$ cat src/hw/rtl/adckd_pkg.sv
// Shared constants, types and register map of the keypad debouncer.
`default_nettype none

package adckd_pkg;

	localparam int KEY_COUNT   = 5;
	localparam int SAMPLE_BITS = 10;

	localparam int MASK_BITS = 5;
	localparam int KEY_BITS  = 3;
	localparam int THR_BITS  = 10;
	localparam int THR_COUNT = 5;
	localparam int CNT_BITS  = 8;
	localparam int CMP_BITS  = (SAMPLE_BITS > THR_BITS) ? SAMPLE_BITS : THR_BITS;

	localparam int APB_DATA_BITS = 32;
	localparam int APB_ADDR_BITS = 5;
	localparam int REG_IDX_BITS  = 3;

	localparam logic [KEY_BITS-1:0] NO_KEY = KEY_BITS'(5);

	localparam logic [REG_IDX_BITS-1:0] REG_THR0    = 3'd0;
	localparam logic [REG_IDX_BITS-1:0] REG_THR1    = 3'd1;
	localparam logic [REG_IDX_BITS-1:0] REG_THR2    = 3'd2;
	localparam logic [REG_IDX_BITS-1:0] REG_THR3    = 3'd3;
	localparam logic [REG_IDX_BITS-1:0] REG_THR4    = 3'd4;
	localparam logic [REG_IDX_BITS-1:0] REG_CEILING = 3'd5;
	localparam logic [REG_IDX_BITS-1:0] REG_PRESS   = 3'd6;
	localparam logic [REG_IDX_BITS-1:0] REG_RELEASE = 3'd7;

	localparam logic [THR_BITS-1:0] THR_RESET [THR_COUNT] = '{
		10'd50, 10'd200, 10'd400, 10'd600, 10'd800
	};
	localparam logic [CNT_BITS-1:0] CEILING_RESET = 8'd15;
	localparam logic [CNT_BITS-1:0] PRESS_RESET   = 8'd10;
	localparam logic [CNT_BITS-1:0] RELEASE_RESET = 8'd3;

	typedef enum logic [1:0] {
		CMD_SAMPLE = 2'd0,
		CMD_ACK    = 2'd1,
		CMD_CLEAR  = 2'd2
	} adckd_cmd_t;

	typedef struct packed {
		logic [CNT_BITS-1:0] ceiling;
		logic [CNT_BITS-1:0] press_lvl;
		logic [CNT_BITS-1:0] release_lvl;
	} adckd_lvl_t;

	typedef struct packed {
		logic       step;
		adckd_cmd_t command;
		logic       sel;
		logic       ack;
	} adckd_ctl_t;

endpackage

`default_nettype wire

$ cat src/hw/rtl/adckd_sample_if.sv
// Input channel: command, converter sample and acknowledge mask.
`default_nettype none

interface adckd_sample_if import adckd_pkg::*; ();
	logic                   valid;
	logic                   ready;
	logic [1:0]             command;
	logic [SAMPLE_BITS-1:0] adc_value;
	logic [MASK_BITS-1:0]   ack_mask;

	modport source (output valid, command, adc_value, ack_mask, input ready);
	modport sink (input valid, command, adc_value, ack_mask, output ready);
endinterface

`default_nettype wire

$ cat src/hw/rtl/adckd_status_if.sv
// Result channel: decoded key and debounced key masks.
`default_nettype none

interface adckd_status_if import adckd_pkg::*; ();
	logic                 valid;
	logic                 ready;
	logic [KEY_BITS-1:0]  decoded_key;
	logic [MASK_BITS-1:0] pressed_mask;
	logic [MASK_BITS-1:0] new_press_mask;

	modport source (output valid, decoded_key, pressed_mask, new_press_mask, input ready);
	modport sink (input valid, decoded_key, pressed_mask, new_press_mask, output ready);
endinterface

`default_nettype wire

$ cat src/hw/rtl/adckd_key_cell.sv
// Debounce counter, pressed status and new-press flag of one key.
`default_nettype none

module adckd_key_cell import adckd_pkg::*; (
	input  wire logic       clk,
	input  wire logic       arst_n,
	input  wire adckd_ctl_t ctl,
	input  wire adckd_lvl_t lvl,
	output logic            pressed,
	output logic            flag
);

	logic [CNT_BITS-1:0] cnt_q;
	logic                pressed_q;
	logic                flag_q;
	logic [CNT_BITS-1:0] cnt_d;
	logic                pressed_d;
	logic                flag_d;
	logic [CNT_BITS-1:0] inc;
	logic [CNT_BITS-1:0] dec;

	always_comb begin
		inc       = cnt_q + CNT_BITS'(1);
		dec       = cnt_q - CNT_BITS'(1);
		cnt_d     = cnt_q;
		pressed_d = pressed_q;
		flag_d    = flag_q;
		case (ctl.command)
			CMD_SAMPLE: begin
				if (ctl.sel) begin
					if (cnt_q < lvl.ceiling) begin
						cnt_d = inc;
						if (inc > lvl.press_lvl && !pressed_q) begin
							pressed_d = 1'b1;
							flag_d    = 1'b1;
						end
					end
				end else if (cnt_q != '0) begin
					cnt_d  = dec;
					flag_d = 1'b0;
					if (dec < lvl.release_lvl) begin
						pressed_d = 1'b0;
					end
				end
			end
			CMD_ACK: begin
				flag_d = flag_q & ~ctl.ack;
			end
			CMD_CLEAR: begin
				cnt_d     = '0;
				pressed_d = 1'b0;
				flag_d    = 1'b0;
			end
			default: begin
			end
		endcase
	end

	always_ff @(posedge clk or negedge arst_n) begin
		if (!arst_n) begin
			cnt_q     <= '0;
			pressed_q <= 1'b0;
			flag_q    <= 1'b0;
		end else if (ctl.step) begin
			cnt_q     <= cnt_d;
			pressed_q <= pressed_d;
			flag_q    <= flag_d;
		end
	end

	assign pressed = pressed_q;
	assign flag    = flag_q;

endmodule

`default_nettype wire

$ cat src/hw/rtl/adc_keypad_debouncer.sv
// Top level of the resistor-ladder keypad debouncer.
// Usage:
//   keys   : input items (command, adc_value, ack_mask), valid/ready handshake.
//   status : one result item per input item (decoded_key, pressed_mask,
//            new_press_mask), valid/ready handshake.
//   APB    : threshold and level registers at byte address 4*i, writes and reads.
// An accepted item lands in an input register; while it waits there the key
// decode and all five counter updates run in parallel, and the result is
// registered once the output side can advance. One item per cycle is sustained
// while the status side does not stall the result register.
// A stalled result holds in the output register while one more item waits in
// the input register; ready drops only when both are full.
// Reset clears counters, status, flags and the pipeline, and loads the
// registers with their default thresholds and levels. The clear command
// zeroes counters, status and flags without touching the registers.
`default_nettype none

module adc_keypad_debouncer import adckd_pkg::*; (
	input  wire logic                     clk,
	input  wire logic                     arst_n,
	adckd_sample_if.sink                  keys,
	adckd_status_if.source                status,
	input  wire logic                     psel,
	input  wire logic                     penable,
	input  wire logic                     pwrite,
	input  wire logic [APB_ADDR_BITS-1:0] paddr,
	input  wire logic [APB_DATA_BITS-1:0] pwdata,
	output logic [APB_DATA_BITS-1:0]      prdata,
	output logic                          pready
);

	logic [THR_BITS-1:0]     thr_q [THR_COUNT];
	adckd_lvl_t              lvl_q;
	logic [REG_IDX_BITS-1:0] reg_idx;
	logic                    reg_wr;

	logic                    valid_s1;
	adckd_cmd_t              command_s1;
	logic [SAMPLE_BITS-1:0]  adc_s1;
	logic [MASK_BITS-1:0]    ack_s1;

	logic                    out_valid_q;
	logic [KEY_BITS-1:0]     key_q;
	logic                    adv;
	logic                    step;
	logic [KEY_BITS-1:0]     key_dec;
	wire  [MASK_BITS-1:0]    pressed_all;
	wire  [MASK_BITS-1:0]    flag_all;

	// register port
	assign pready  = 1'b1;
	assign reg_idx = paddr[APB_ADDR_BITS-1:2];
	assign reg_wr  = psel && penable && pwrite;

	always_ff @(posedge clk or negedge arst_n) begin
		if (!arst_n) begin
			for (int i = 0; i < THR_COUNT; i++) begin
				thr_q[i] <= THR_RESET[i];
			end
			lvl_q.ceiling     <= CEILING_RESET;
			lvl_q.press_lvl   <= PRESS_RESET;
			lvl_q.release_lvl <= RELEASE_RESET;
		end else if (reg_wr) begin
			case (reg_idx)
				REG_THR0:    thr_q[0]          <= pwdata[THR_BITS-1:0];
				REG_THR1:    thr_q[1]          <= pwdata[THR_BITS-1:0];
				REG_THR2:    thr_q[2]          <= pwdata[THR_BITS-1:0];
				REG_THR3:    thr_q[3]          <= pwdata[THR_BITS-1:0];
				REG_THR4:    thr_q[4]          <= pwdata[THR_BITS-1:0];
				REG_CEILING: lvl_q.ceiling     <= pwdata[CNT_BITS-1:0];
				REG_PRESS:   lvl_q.press_lvl   <= pwdata[CNT_BITS-1:0];
				REG_RELEASE: lvl_q.release_lvl <= pwdata[CNT_BITS-1:0];
				default: begin
				end
			endcase
		end
	end

	always_comb begin
		case (reg_idx)
			REG_THR0:    prdata = APB_DATA_BITS'(thr_q[0]);
			REG_THR1:    prdata = APB_DATA_BITS'(thr_q[1]);
			REG_THR2:    prdata = APB_DATA_BITS'(thr_q[2]);
			REG_THR3:    prdata = APB_DATA_BITS'(thr_q[3]);
			REG_THR4:    prdata = APB_DATA_BITS'(thr_q[4]);
			REG_CEILING: prdata = APB_DATA_BITS'(lvl_q.ceiling);
			REG_PRESS:   prdata = APB_DATA_BITS'(lvl_q.press_lvl);
			REG_RELEASE: prdata = APB_DATA_BITS'(lvl_q.release_lvl);
			default:     prdata = '0;
		endcase
	end

	// input register and handshake
	assign adv        = !out_valid_q || status.ready;
	assign step       = adv && valid_s1;
	assign keys.ready = !valid_s1 || adv;

	always_ff @(posedge clk or negedge arst_n) begin
		if (!arst_n) begin
			valid_s1 <= 1'b0;
		end else if (keys.valid && keys.ready) begin
			valid_s1 <= 1'b1;
		end else if (adv) begin
			valid_s1 <= 1'b0;
		end
	end

	always_ff @(posedge clk) begin
		if (keys.valid && keys.ready) begin
			command_s1 <= adckd_cmd_t'(keys.command);
			adc_s1     <= keys.adc_value;
			ack_s1     <= keys.ack_mask;
		end
	end

	// first key whose threshold lies above the sample
	always_comb begin
		key_dec = NO_KEY;
		for (int k = KEY_COUNT - 1; k >= 0; k--) begin
			if (CMP_BITS'(adc_s1) < CMP_BITS'(thr_q[k])) begin
				key_dec = KEY_BITS'(k);
			end
		end
	end

	for (genvar k = 0; k < MASK_BITS; k++) begin : g_key
		if (k < KEY_COUNT) begin : g_cell
			adckd_ctl_t ctl;

			assign ctl.step    = step;
			assign ctl.command = command_s1;
			assign ctl.sel     = (key_dec == KEY_BITS'(k));
			assign ctl.ack     = ack_s1[k];

			adckd_key_cell u_cell (
				.clk     (clk),
				.arst_n  (arst_n),
				.ctl     (ctl),
				.lvl     (lvl_q),
				.pressed (pressed_all[k]),
				.flag    (flag_all[k])
			);
		end else begin : g_absent
			assign pressed_all[k] = 1'b0;
			assign flag_all[k]    = 1'b0;
		end
	end

	// result register
	always_ff @(posedge clk or negedge arst_n) begin
		if (!arst_n) begin
			out_valid_q <= 1'b0;
		end else if (adv) begin
			out_valid_q <= valid_s1;
		end
	end

	always_ff @(posedge clk) begin
		if (step) begin
			key_q <= (command_s1 == CMD_SAMPLE) ? key_dec : NO_KEY;
		end
	end

	assign status.valid          = out_valid_q;
	assign status.decoded_key    = key_q;
	assign status.pressed_mask   = pressed_all;
	assign status.new_press_mask = flag_all;

	a_clear_empties: assert property (@(posedge clk) disable iff (!arst_n)
		step && command_s1 == CMD_CLEAR |=> pressed_all == '0 && flag_all == '0)
		else $error("state not cleared by clear command");

	a_flag_needs_press: assert property (@(posedge clk) disable iff (!arst_n)
		(flag_all & ~pressed_all) == '0)
		else $error("new-press flag set on a key that is not pressed");

	a_key_range: assert property (@(posedge clk) disable iff (!arst_n)
		status.valid |-> status.decoded_key <= NO_KEY)
		else $error("decoded key out of range");

	a_masks_hold: assert property (@(posedge clk) disable iff (!arst_n)
		!step |=> $stable(pressed_all) && $stable(flag_all))
		else $error("key state moved without a step");

endmodule

`default_nettype wire
$ cat src/flat_wrapper.sv
// flat-port wrapper written by rule: the top's interface ports become plain ports
module adc_keypad_debouncer_flat import adckd_pkg::*;
  (clk, arst_n, psel, penable, pwrite, paddr, pwdata, prdata, pready, keys_valid, keys_command, keys_adc_value, keys_ack_mask, keys_ready, status_valid, status_decoded_key, status_pressed_mask, status_new_press_mask, status_ready);
  adckd_sample_if keys_i ();
  adckd_status_if status_i ();
  input  wire logic clk;
  input  wire logic arst_n;
  input  wire logic psel;
  input  wire logic penable;
  input  wire logic pwrite;
  input  wire logic [APB_ADDR_BITS-1:0] paddr;
  input  wire logic [APB_DATA_BITS-1:0] pwdata;
  output logic [APB_DATA_BITS-1:0] prdata;
  output logic pready;
  input wire logic [$bits(keys_i.valid)-1:0] keys_valid;
  input wire logic [$bits(keys_i.command)-1:0] keys_command;
  input wire logic [$bits(keys_i.adc_value)-1:0] keys_adc_value;
  input wire logic [$bits(keys_i.ack_mask)-1:0] keys_ack_mask;
  output wire logic [$bits(keys_i.ready)-1:0] keys_ready;
  output wire logic [$bits(status_i.valid)-1:0] status_valid;
  output wire logic [$bits(status_i.decoded_key)-1:0] status_decoded_key;
  output wire logic [$bits(status_i.pressed_mask)-1:0] status_pressed_mask;
  output wire logic [$bits(status_i.new_press_mask)-1:0] status_new_press_mask;
  input wire logic [$bits(status_i.ready)-1:0] status_ready;
  assign keys_i.valid = keys_valid;
  assign keys_i.command = keys_command;
  assign keys_i.adc_value = keys_adc_value;
  assign keys_i.ack_mask = keys_ack_mask;
  assign keys_ready = keys_i.ready;
  assign status_valid = status_i.valid;
  assign status_decoded_key = status_i.decoded_key;
  assign status_pressed_mask = status_i.pressed_mask;
  assign status_new_press_mask = status_i.new_press_mask;
  assign status_i.ready = status_ready;
  adc_keypad_debouncer u_core (.clk(clk), .arst_n(arst_n), .keys(keys_i), .status(status_i), .psel(psel), .penable(penable), .pwrite(pwrite), .paddr(paddr), .pwdata(pwdata), .prdata(prdata), .pready(pready));
endmodule
$ cat config.mk
export PLATFORM = sky130hd
export DESIGN_NAME = adc_keypad_debouncer_flat
export DESIGN_NICKNAME = d
export VERILOG_FILES = /design/src/hw/rtl/adckd_pkg.sv /design/src/hw/rtl/adckd_sample_if.sv /design/src/hw/rtl/adckd_status_if.sv /design/src/hw/rtl/adckd_key_cell.sv /design/src/hw/rtl/adc_keypad_debouncer.sv /design/src/flat_wrapper.sv
export SDC_FILE = /design/constraint.sdc
export NUM_CORES = 1
export LEC_CHECK = 0
export ABC_AREA = 0
export BUFFER_PORTS_ARGS = -buffer_cell sky130_fd_sc_hd__buf_4
export CAP_MARGIN = 10
export CORE_UTILIZATION = 50
export CTS_CLUSTER_SIZE = 16
export DETAILED_ROUTE_END_ITERATION = 6
export MAX_ROUTING_LAYER = met4
export PLACE_DENSITY = 0.76
export SYNTH_ARGS = -nofsm -noshare
export SYNTH_HDL_FRONTEND = slang
export SYNTH_SLANG_ARGS = --single-unit
$ cat constraint.sdc
create_clock -name clk -period 5.8 [get_ports clk]
set_clock_uncertainty 0.15 [all_clocks]
set_input_delay 1.16 -clock clk [delete_from_list [all_inputs] [get_ports clk]]
set_output_delay 1.16 -clock clk [all_outputs]
set_load 0.01 [all_outputs]
==> results of run 1 <==
power groups by stage:
stage	sequential (mW)	clock [mW]	combinational (mW)
floorplan	1.53	0	2.23
global placement	1.76	0	2.62
detailed placement	1.77	0	2.75
CTS	1.75	1.24	2.78
global route	1.81	1.27	3.18
finish	1.77	1.23	2.82
cells in the mapped netlist (5+ instances only):
cell,count,area [um2]
a21boi_0,6,45.0
ha_1,174,2180
a22oi_1,5,37.5
nand4_1,12,75.1
a21oi_1,54,270
nor3_1,21,105
a21o_1,24,180
nor2_1,54,203
xor2_1,29,254
xnor2_1,36,315
buf_4,33,248
nand3b_1,6,45.0
inv_1,96,360
or3_1,7,43.8
edfxtp_1,20,601
nand2_1,111,417
nand2b_1,30,188
buf_2,11,55.1
o211ai_1,14,105
mux2_2,24,270
mux4_2,6,135
a31oi_1,8,50.1
clkbuf_1,52,195
o22ai_1,5,31.3
nand3_1,32,160
and3_1,9,56.3
mux2i_1,33,330
nor4_1,8,50.1
dfstp_2,24,631
dfrtp_1,102,2550
nor2b_1,14,87.6
o41ai_1,5,43.8
o31ai_1,36,270
o21a_1,11,82.6
and4_1,5,43.8
o21ai_0,127,636
and2_1,6,37.5
worst reg2reg max path: cells and delay by family (launching register included):
kind / cells / cell delay (ns)
multiplexers: 1 / 0.38
AND/OR/NAND/NOR: 3 / 1.06
flip-flops: 1 / 0.50
adder cells (fa/ha/maj): 1 / 0.36
AO/OA/AOI/OAI: 4 / 1.58
metal layers:
layer | GRT usage | share of wire | up-vias
li1 | - | - | 4697
met1 | 0.376 | 0.42 | 4929
met2 | 0.452 | 0.47 | 456
met3 | 0.0496 | 0.074 | 81
met4 | 0.137 | 0.039 | 0
met5 | - | 0 | -
cells in the final DEF, fill, tap and decap left out, types with 32 or more instances in the layout:
master   count
xnor2_1     36
o31ai_1     36
ha_1       174
inv_1       96
o21ai_0    126
nand3_1     32
nand2_1    111
dfrtp_1    102
nor2_1      54
mux2i_1     33
buf_4       72
a21oi_1     54
flip-flops by register name, summed over array words and instances, names as in the netlist, 2 cells and up:
| register | cells |
|---|---|
| u_core.thr_q | 50 |
| u_core.g_key.g_cell.u_cell.cnt_q | 40 |
| u_core.lvl_q | 24 |
| u_core.adc_s1 | 10 |
| u_core.ack_s1 | 5 |
| u_core.g_key.g_cell.u_cell.flag | 5 |
| u_core.g_key.g_cell.u_cell.pressed | 5 |
| u_core.status.decoded_key | 3 |
| u_core.command_s1 | 2 |
area by class of cell:
cell class | count | area, um2
Sequential cell | 146 | 3780
Clock buffer | 20 | 479
Timing Repair Buffer | 72 | 541
Fill cell | 2061 | 10300
Inverter | 97 | 364
Multi-Input combinational cell | 995 | 7400
Antenna cell | 1 | 2.50
Clock inverter | 12 | 169
Tap cell | 319 | 399
worst min-delay path by stage:
stage                                                         from  slack, ns                                             end
finish              u_core.g_key[0].g_cell.u_cell.flag$_DFFE_PN0P_       0.34  u_core.g_key[0].g_cell.u_cell.flag$_DFFE_PN0P_
global route                          u_core.thr_q[46]$_DFFE_PN0P_       0.38                    u_core.thr_q[46]$_DFFE_PN0P_
CTS                 u_core.g_key[0].g_cell.u_cell.flag$_DFFE_PN0P_       0.35  u_core.g_key[0].g_cell.u_cell.flag$_DFFE_PN0P_
detailed placement  u_core.g_key[0].g_cell.u_cell.flag$_DFFE_PN0P_       0.33  u_core.g_key[0].g_cell.u_cell.flag$_DFFE_PN0P_
global placement                      u_core.thr_q[43]$_DFFE_PN0P_       0.34                    u_core.thr_q[43]$_DFFE_PN0P_
floorplan                              u_core.valid_s1$_DFFE_PN0P_       0.31                 u_core.status.valid$_DFFE_PN0P_
cell families after synthesis:
group | synth area share
other | 0.000627
AO/OA/AOI/OAI | 0.175
adder cells (fa/ha/maj) | 0.182
flip-flops | 0.316
multiplexers | 0.0645
AND/OR/NAND/NOR | 0.141
XOR/XNOR | 0.0475
buffers and inverters | 0.0741
stage by stage:
step | setup WS, ns | hold WS, ns | instances | power, mW | util
6_report | 1.60 | 0.344 | 1662 | 5.82 | 0.560
4_1_cts | 1.64 | 0.346 | 1661 | 5.77 | 0.560
5_1_grt | 1.50 | 0.379 | 1662 | 6.26 | 0.560
3_5_place_dp | 1.68 | 0.331 | 1629 | 4.51 | 0.532
2_1_floorplan | 2.03 | 0.307 | 1339 | 3.76 | -
3_3_place_gp | 1.68 | 0.338 | 1629 | 4.37 | 0.532
==> metrics.txt, run 1 <==
# TYPE chip_impl_metric gauge
chip_impl_metric{name="yosys.cell_types.count",unit=""} 76
chip_impl_info{name="crit_path_top_delay_cell",value="nor2_1"} 1
chip_impl_metric{name="placedInstanceArea",unit="um2"} 12500
chip_impl_info{name="worstSetupEndpoint",value="prdata[1]"} 1
chip_impl_metric{name="number_of_clock_sinks",unit=""} 146
chip_impl_metric{name="pin_count_of_the_biggest_net_entering_global_routing",unit=""} 51
chip_impl_metric{name="cts.clk_slew.worst_paths",unit="ns"} 0.06
chip_impl_metric{name="net-switching-power",unit="mW"} 2.50
chip_impl_metric{name="synth_async_sr_flop_share",unit=""} 0.863
chip_impl_metric{name="r2r_cells",unit=""} 9
chip_impl_info{name="timing.critical_path.from",value="paddr[2]"} 1
chip_impl_metric{name="critical_path.max_stage_delay",unit="ns"} 0.40
chip_impl_metric{name="reg2reg_slack",unit="ns"} 1.63
chip_impl_metric{name="relSlewSlack",unit=""} 0.241
chip_impl_metric{name="routed_via_density",unit=""} 6.11
chip_impl_metric{name="max_cap_violations",unit=""} 0
chip_impl_metric{name="numCtsBuffers",unit=""} 17
chip_impl_metric{name="setup_viol",unit=""} 0
chip_impl_info{name="crit_path_frequent_cell",value="buf_4"} 1
chip_impl_metric{name="rows",unit=""} 56
chip_impl_metric{name="ys_seq_elements",unit=""} 146
chip_impl_metric{name="detailedRoute.firstIterationViolations",unit=""} 936
chip_impl_metric{name="max_clock_freq",unit="MHz"} 238
chip_impl_metric{name="cp_data_arrival_time",unit="ns"} 2.89
chip_impl_metric{name="report.final.hold_viol_count",unit=""} 0
chip_impl_metric{name="netlist_area",unit="um2"} 12000
chip_impl_metric{name="power_frac_seq",unit=""} 0.304
chip_impl_metric{name="non_filler_cell_area_final",unit="um2"} 13100
chip_impl_metric{name="initial_antenna_violation_count",unit=""} 1
chip_impl_metric{name="finalWorstPathRequiredPeriod",unit="ns"} 4.20
chip_impl_metric{name="via_count",unit=""} 10163
chip_impl_metric{name="cts_repair_resize_count",unit=""} 0
chip_impl_metric{name="ctsLongestPathBuffers",unit=""} 2
chip_impl_info{name="crit-reg2reg-launch",value="u_core.adc_s1[7]$_DFFE_PP_"} 1
chip_impl_info{name="worstPathCellList",value="buf_4 > clkinv_1 > nor2_1 > a22o_1 > a21oi_1 > a31oi_1 > buf_4"} 1
chip_impl_metric{name="cts_htree_levels",unit=""} 4
chip_impl_info{name="unrepaired_setup_endpoints_after_global_routing",value="no"} 1
chip_impl_metric{name="synth_edf_count",unit=""} 20
chip_impl_metric{name="power.density",unit="nW/um2"} 443
chip_impl_metric{name="initial_core_utilization",unit=""} 0.511
chip_impl_metric{name="fp.dieArea",unit="um2"} 24600
chip_impl_info{name="cts_root_buffer",value="clkbuf_16"} 1
chip_impl_info{name="cts_tree",value="built"} 1
chip_impl_info{name="hp-class",value="reg -> reg"} 1
chip_impl_info{name="synthFlopType",value="dfrtp_1"} 1
chip_impl_metric{name="avgRoutedWirePerCell",unit="um"} 20.3
chip_impl_metric{name="post-route-drc-count",unit=""} 0
chip_impl_metric{name="synthesized_instance_count",unit=""} 1318
chip_impl_metric{name="cellLeakagePower",unit="nW"} 6.23
chip_impl_metric{name="worstSkewPairLatency",unit="ns"} 0.44
chip_impl_metric{name="number_of_global_route_vias_before_repair",unit=""} 9770
chip_impl_metric{name="worst-path-max-fanout",unit=""} 28
chip_impl_metric{name="cp_data_required_time",unit="ns"} 4.49
chip_impl_metric{name="port_buffers",unit=""} 61
chip_impl_metric{name="worst_pin_slew",unit="ns"} 1.13
chip_impl_metric{name="share_clk_of_total_power",unit=""} 0.211
chip_impl_metric{name="synthToLayoutAreaGrowth",unit="%"} 9.65
chip_impl_metric{name="intPower",unit="mW"} 3.32
chip_impl_metric{name="vdd.ir_drop.worst",unit="V"} 0.000177
chip_impl_metric{name="avg_synthesized_cell_area",unit="um2"} 9.09
chip_impl_metric{name="fp.dieH",unit="um"} 157
chip_impl_metric{name="report.final.slew_viol_count",unit=""} 0
chip_impl_metric{name="layout_worst_path_cycle_share",unit=""} 0.725
chip_impl_metric{name="yosysWarningCount",unit=""} 0
chip_impl_metric{name="min_delay_path_depth",unit=""} 1
chip_impl_info{name="criticalPathCategory",value="in -> out"} 1
chip_impl_info{name="path_delay_family",value="buffers and inverters"} 1
chip_impl_metric{name="io_pins",unit=""} 109
chip_impl_metric{name="post_cts_buffers",unit=""} 0
chip_impl_metric{name="hpwl",unit="um"} 23900
chip_impl_info{name="critical_path.endpoint_type",value="primary output"} 1
chip_impl_metric{name="layout.nets",unit=""} 1564
chip_impl_metric{name="synth_seq_area_share",unit=""} 0.316
chip_impl_metric{name="gpl.final_weighted_congestion",unit=""} 0.934
chip_impl_metric{name="core_area",unit="um2"} 23500
chip_impl_metric{name="dieWidth",unit="um"} 157
chip_impl_metric{name="antenna_violating_nets_post_route",unit=""} 0
chip_impl_metric{name="cts_hold_buffers",unit=""} 0
chip_impl_metric{name="fin_tns_setup",unit="ns"} 0
chip_impl_metric{name="worst-path-stages",unit=""} 7
chip_impl_metric{name="path_buf_inv",unit=""} 3
chip_impl_metric{name="share_comb_of_total_power",unit=""} 0.485
chip_impl_metric{name="global_route_usage_over_all_layers",unit=""} 0.294
chip_impl_info{name="run_status",value="complete, no violations"} 1
chip_impl_metric{name="grt.overflow.total",unit=""} 0
chip_impl_metric{name="drive_above_1_share",unit=""} 0.126
chip_impl_metric{name="net_switching_share_of_the_total_power",unit=""} 0.430
chip_impl_info{name="crit_path_start_kind",value="input port"} 1
chip_impl_metric{name="totalWireLength",unit="um"} 33700
chip_impl_metric{name="grt_first_pass_wirelength",unit="um"} 53300
chip_impl_info{name="crit-reg2reg-capture",value="u_core.g_key[3].g_cell.u_cell.cnt_q[7]$_DFFE_PN0P_"} 1
chip_impl_metric{name="first_pass_iteration_count_of_the_detailed_router",unit=""} 6
No activity file was read; power rests on OpenSTA's default activity.
==> run 2: changes to the inputs <==
==> constraint.sdc (replaced) <==
create_clock -name clk -period 4.3 [get_ports clk]
set_clock_uncertainty 0.15 [all_clocks]
set_input_delay 0.86 -clock clk [delete_from_list [all_inputs] [get_ports clk]]
set_output_delay 0.86 -clock clk [all_outputs]
set_load 0.01 [all_outputs]
==> metrics.txt, run 2 (same netlist as run 1, synthesis figures left out) <==
# TYPE chip_impl_metric gauge
chip_impl_info{name="run_status",value="complete, no violations"} 1
chip_impl_info{name="crit_path_start_kind",value="register"} 1
chip_impl_metric{name="path_buf_inv",unit=""} 1
chip_impl_metric{name="layout_worst_path_cycle_share",unit=""} 0.894
chip_impl_metric{name="cp_data_arrival_time",unit="ns"} 3.99
chip_impl_metric{name="routed_via_density",unit=""} 6.00
chip_impl_metric{name="avgRoutedWirePerCell",unit="um"} 19.6
chip_impl_metric{name="worst-path-stages",unit=""} 10
chip_impl_metric{name="cp_data_required_time",unit="ns"} 4.45
chip_impl_metric{name="rows",unit=""} 56
chip_impl_metric{name="r2r_cells",unit=""} 10
chip_impl_metric{name="synthToLayoutAreaGrowth",unit="%"} 10.1
chip_impl_info{name="biggestRegsByFlops",value="u_core.thr_q x50, u_core.g_key.g_cell.u_cell.cnt_q x40, u_core.lvl_q x24"} 1
chip_impl_metric{name="worst_hold_slack",unit="ns"} 0.346
chip_impl_metric{name="fillCellCount",unit=""} 2048
chip_impl_metric{name="detailedRoute.firstIterationViolations",unit=""} 784
chip_impl_info{name="cts_tree",value="built"} 1
chip_impl_metric{name="post-route-drc-count",unit=""} 0
chip_impl_metric{name="pin_count_of_the_biggest_net_entering_global_routing",unit=""} 68
chip_impl_metric{name="totalWireLength",unit="um"} 32700
chip_impl_metric{name="max_clock_freq",unit="MHz"} 260
chip_impl_metric{name="report.final.hold_viol_count",unit=""} 0
chip_impl_metric{name="io_pins",unit=""} 109
chip_impl_info{name="critical_path.endpoint_type",value="register"} 1
chip_impl_metric{name="antenna_violating_nets_post_route",unit=""} 0
chip_impl_metric{name="cts_repair_resize_count",unit=""} 0
chip_impl_metric{name="drive_above_1_share",unit=""} 0.130
chip_impl_metric{name="dieWidth",unit="um"} 157
chip_impl_metric{name="grt_first_pass_wirelength",unit="um"} 51700
chip_impl_metric{name="gpl.final_weighted_congestion",unit=""} 0.971
chip_impl_info{name="path_delay_family",value="compound AO/OA/AOI/OAI gates"} 1
chip_impl_metric{name="initial_antenna_violation_count",unit=""} 0
chip_impl_metric{name="critical_path.max_stage_delay",unit="ns"} 0.62
chip_impl_info{name="criticalPathCategory",value="reg -> reg"} 1
chip_impl_metric{name="global_route_usage_over_all_layers",unit=""} 0.285
chip_impl_metric{name="via_count",unit=""} 10012
chip_impl_metric{name="ctsLongestPathBuffers",unit=""} 2
chip_impl_metric{name="vdd.ir_drop.worst",unit="V"} 0.000279
chip_impl_metric{name="number_of_clock_sinks",unit=""} 146
chip_impl_metric{name="antenna_cells",unit=""} 0
chip_impl_metric{name="worst_pin_slew",unit="ns"} 1.05
chip_impl_metric{name="setup_viol",unit=""} 0
chip_impl_metric{name="worstSkewPairLatency",unit="ns"} 0.43
chip_impl_metric{name="relSlewSlack",unit=""} 0.300
chip_impl_metric{name="worst-path-max-fanout",unit=""} 15
chip_impl_metric{name="fin_tns_setup",unit="ns"} 0
chip_impl_metric{name="finalWorstPathRequiredPeriod",unit="ns"} 3.84
chip_impl_info{name="mostFrequentLayoutCells",value="ha_1 (174), o21ai_0 (126), nand2_1 (111)"} 1
chip_impl_metric{name="fp.dieArea",unit="um2"} 24600
chip_impl_metric{name="fp.dieH",unit="um"} 157
chip_impl_metric{name="final_critical_path_setup_slack",unit="ns"} 0.457
chip_impl_metric{name="cellLeakagePower",unit="nW"} 6.26
chip_impl_info{name="hp-class",value="reg -> reg"} 1
chip_impl_metric{name="max_cap_violations",unit=""} 0
chip_impl_metric{name="hpwl",unit="um"} 23700
chip_impl_metric{name="largest_register_ff_count",unit=""} 50
chip_impl_metric{name="grt.overflow.total",unit=""} 0
chip_impl_info{name="cts_root_buffer",value="clkbuf_16"} 1
chip_impl_metric{name="port_buffers",unit=""} 61
chip_impl_metric{name="cts.clk_slew.worst_paths",unit="ns"} 0.07
chip_impl_metric{name="cts_htree_levels",unit=""} 4
chip_impl_metric{name="core_area",unit="um2"} 23500
chip_impl_metric{name="min_delay_path_depth",unit=""} 1
chip_impl_metric{name="initial_core_utilization",unit=""} 0.511
chip_impl_info{name="worstPathCellList",value="ha_1 > a21o_1 > a21oi_1 > o211ai_1 > a31oi_2 > buf_4 > nor4b_4 > nand2_1 > mux2i_1 > o31ai_1"} 1
chip_impl_info{name="top_register",value="u_core.thr_q"} 1
chip_impl_metric{name="numCtsBuffers",unit=""} 17
chip_impl_metric{name="first_pass_iteration_count_of_the_detailed_router",unit=""} 5
chip_impl_metric{name="power.density",unit="nW/um2"} 589
chip_impl_metric{name="number_of_global_route_vias_before_repair",unit=""} 9557
chip_impl_metric{name="post_cts_buffers",unit=""} 0
chip_impl_metric{name="cts_hold_buffers",unit=""} 0
chip_impl_info{name="unrepaired_setup_endpoints_after_global_routing",value="no"} 1
chip_impl_metric{name="dpl_worst_slack",unit="ns"} 0.529
chip_impl_metric{name="layout.nets",unit=""} 1572
chip_impl_info{name="crit_path_top_delay_cell",value="a31oi_2"} 1
chip_impl_info{name="layout_commonest_cell",value="ha_1"} 1
chip_impl_metric{name="report.final.slew_viol_count",unit=""} 0
-- run 2: changes by cell type in the layout (fill, tap and decap cells not counted) --
| cell | delta |
|---|---|
| buf_12 | +1 |
| clkbuf_1 | +1 |
| clkinv_2 | -1 |
| inv_8 | -1 |
| clkbuf_16 | -1 |
| buf_4 | +7 |
| inv_6 | +2 |
| diode_2 | -1 |
| clkinv_4 | -1 |
| clkinvlp_4 | +1 |
-- run 2: final timing paths --
path / slack [ns] / to / start
max in group asynchronous: 2.68 / u_core.thr_q[37]$_DFFE_PN1P_ / arst_n
min in group asynchronous: 0.39 / u_core.thr_q[48]$_DFFE_PN0P_ / arst_n
setup reg to reg: 0.46 / u_core.g_key[4].g_cell.u_cell.cnt_q[3]$_DFFE_PN0P_ / u_core.adc_s1[7]$_DFFE_PP_
hold reg to reg: 0.35 / u_core.g_key[0].g_cell.u_cell.flag$_DFFE_PN0P_ / u_core.g_key[0].g_cell.u_cell.flag$_DFFE_PN0P_
hold / removal: 0.35 / u_core.g_key[0].g_cell.u_cell.flag$_DFFE_PN0P_ / u_core.g_key[0].g_cell.u_cell.flag$_DFFE_PN0P_
setup / recovery: 0.46 / u_core.g_key[4].g_cell.u_cell.cnt_q[3]$_DFFE_PN0P_ / u_core.adc_s1[7]$_DFFE_PP_
-- run 2: layout make-up --
class                           instances  area (um2)  share of cell area
Clock buffer                           20         458              0.0347
Timing Repair Buffer                   80         613              0.0465
Tap cell                              319         399              0.0303
Multi-Input combinational cell        995        7400               0.561
Sequential cell                       146        3780               0.287
Inverter                               97         364              0.0276
Clock inverter                         12         169              0.0128
-- run 2: routing by layer --
metal | global-route usage | vias to the layer above | part of all wire
met5 | - | - | 0
met4 | 0.124 | 0 | 0.036
li1 | - | 4704 | -
met1 | 0.355 | 4830 | 0.43
met3 | 0.0568 | 76 | 0.070
met2 | 0.449 | 402 | 0.46
-- run 2: power by group --
group / switching [mW] / internal (mW)
clock network: 0.647 / 0.960
logic: 2.09 / 1.69
registers: 0.585 / 1.79
-- run 2: metrics by stage --
step / utilization / instance area (um2) / power (mW) / instances
2_1_floorplan: - / 12100 / 5.08 / 1339
3_3_place_gp: 0.535 / 12600 / 5.91 / 1637
3_5_place_dp: 0.535 / 12600 / 6.09 / 1637
4_1_cts: 0.562 / 13200 / 7.72 / 1669
5_1_grt: 0.562 / 13200 / 8.39 / 1669
6_report: 0.562 / 13200 / 7.77 / 1669
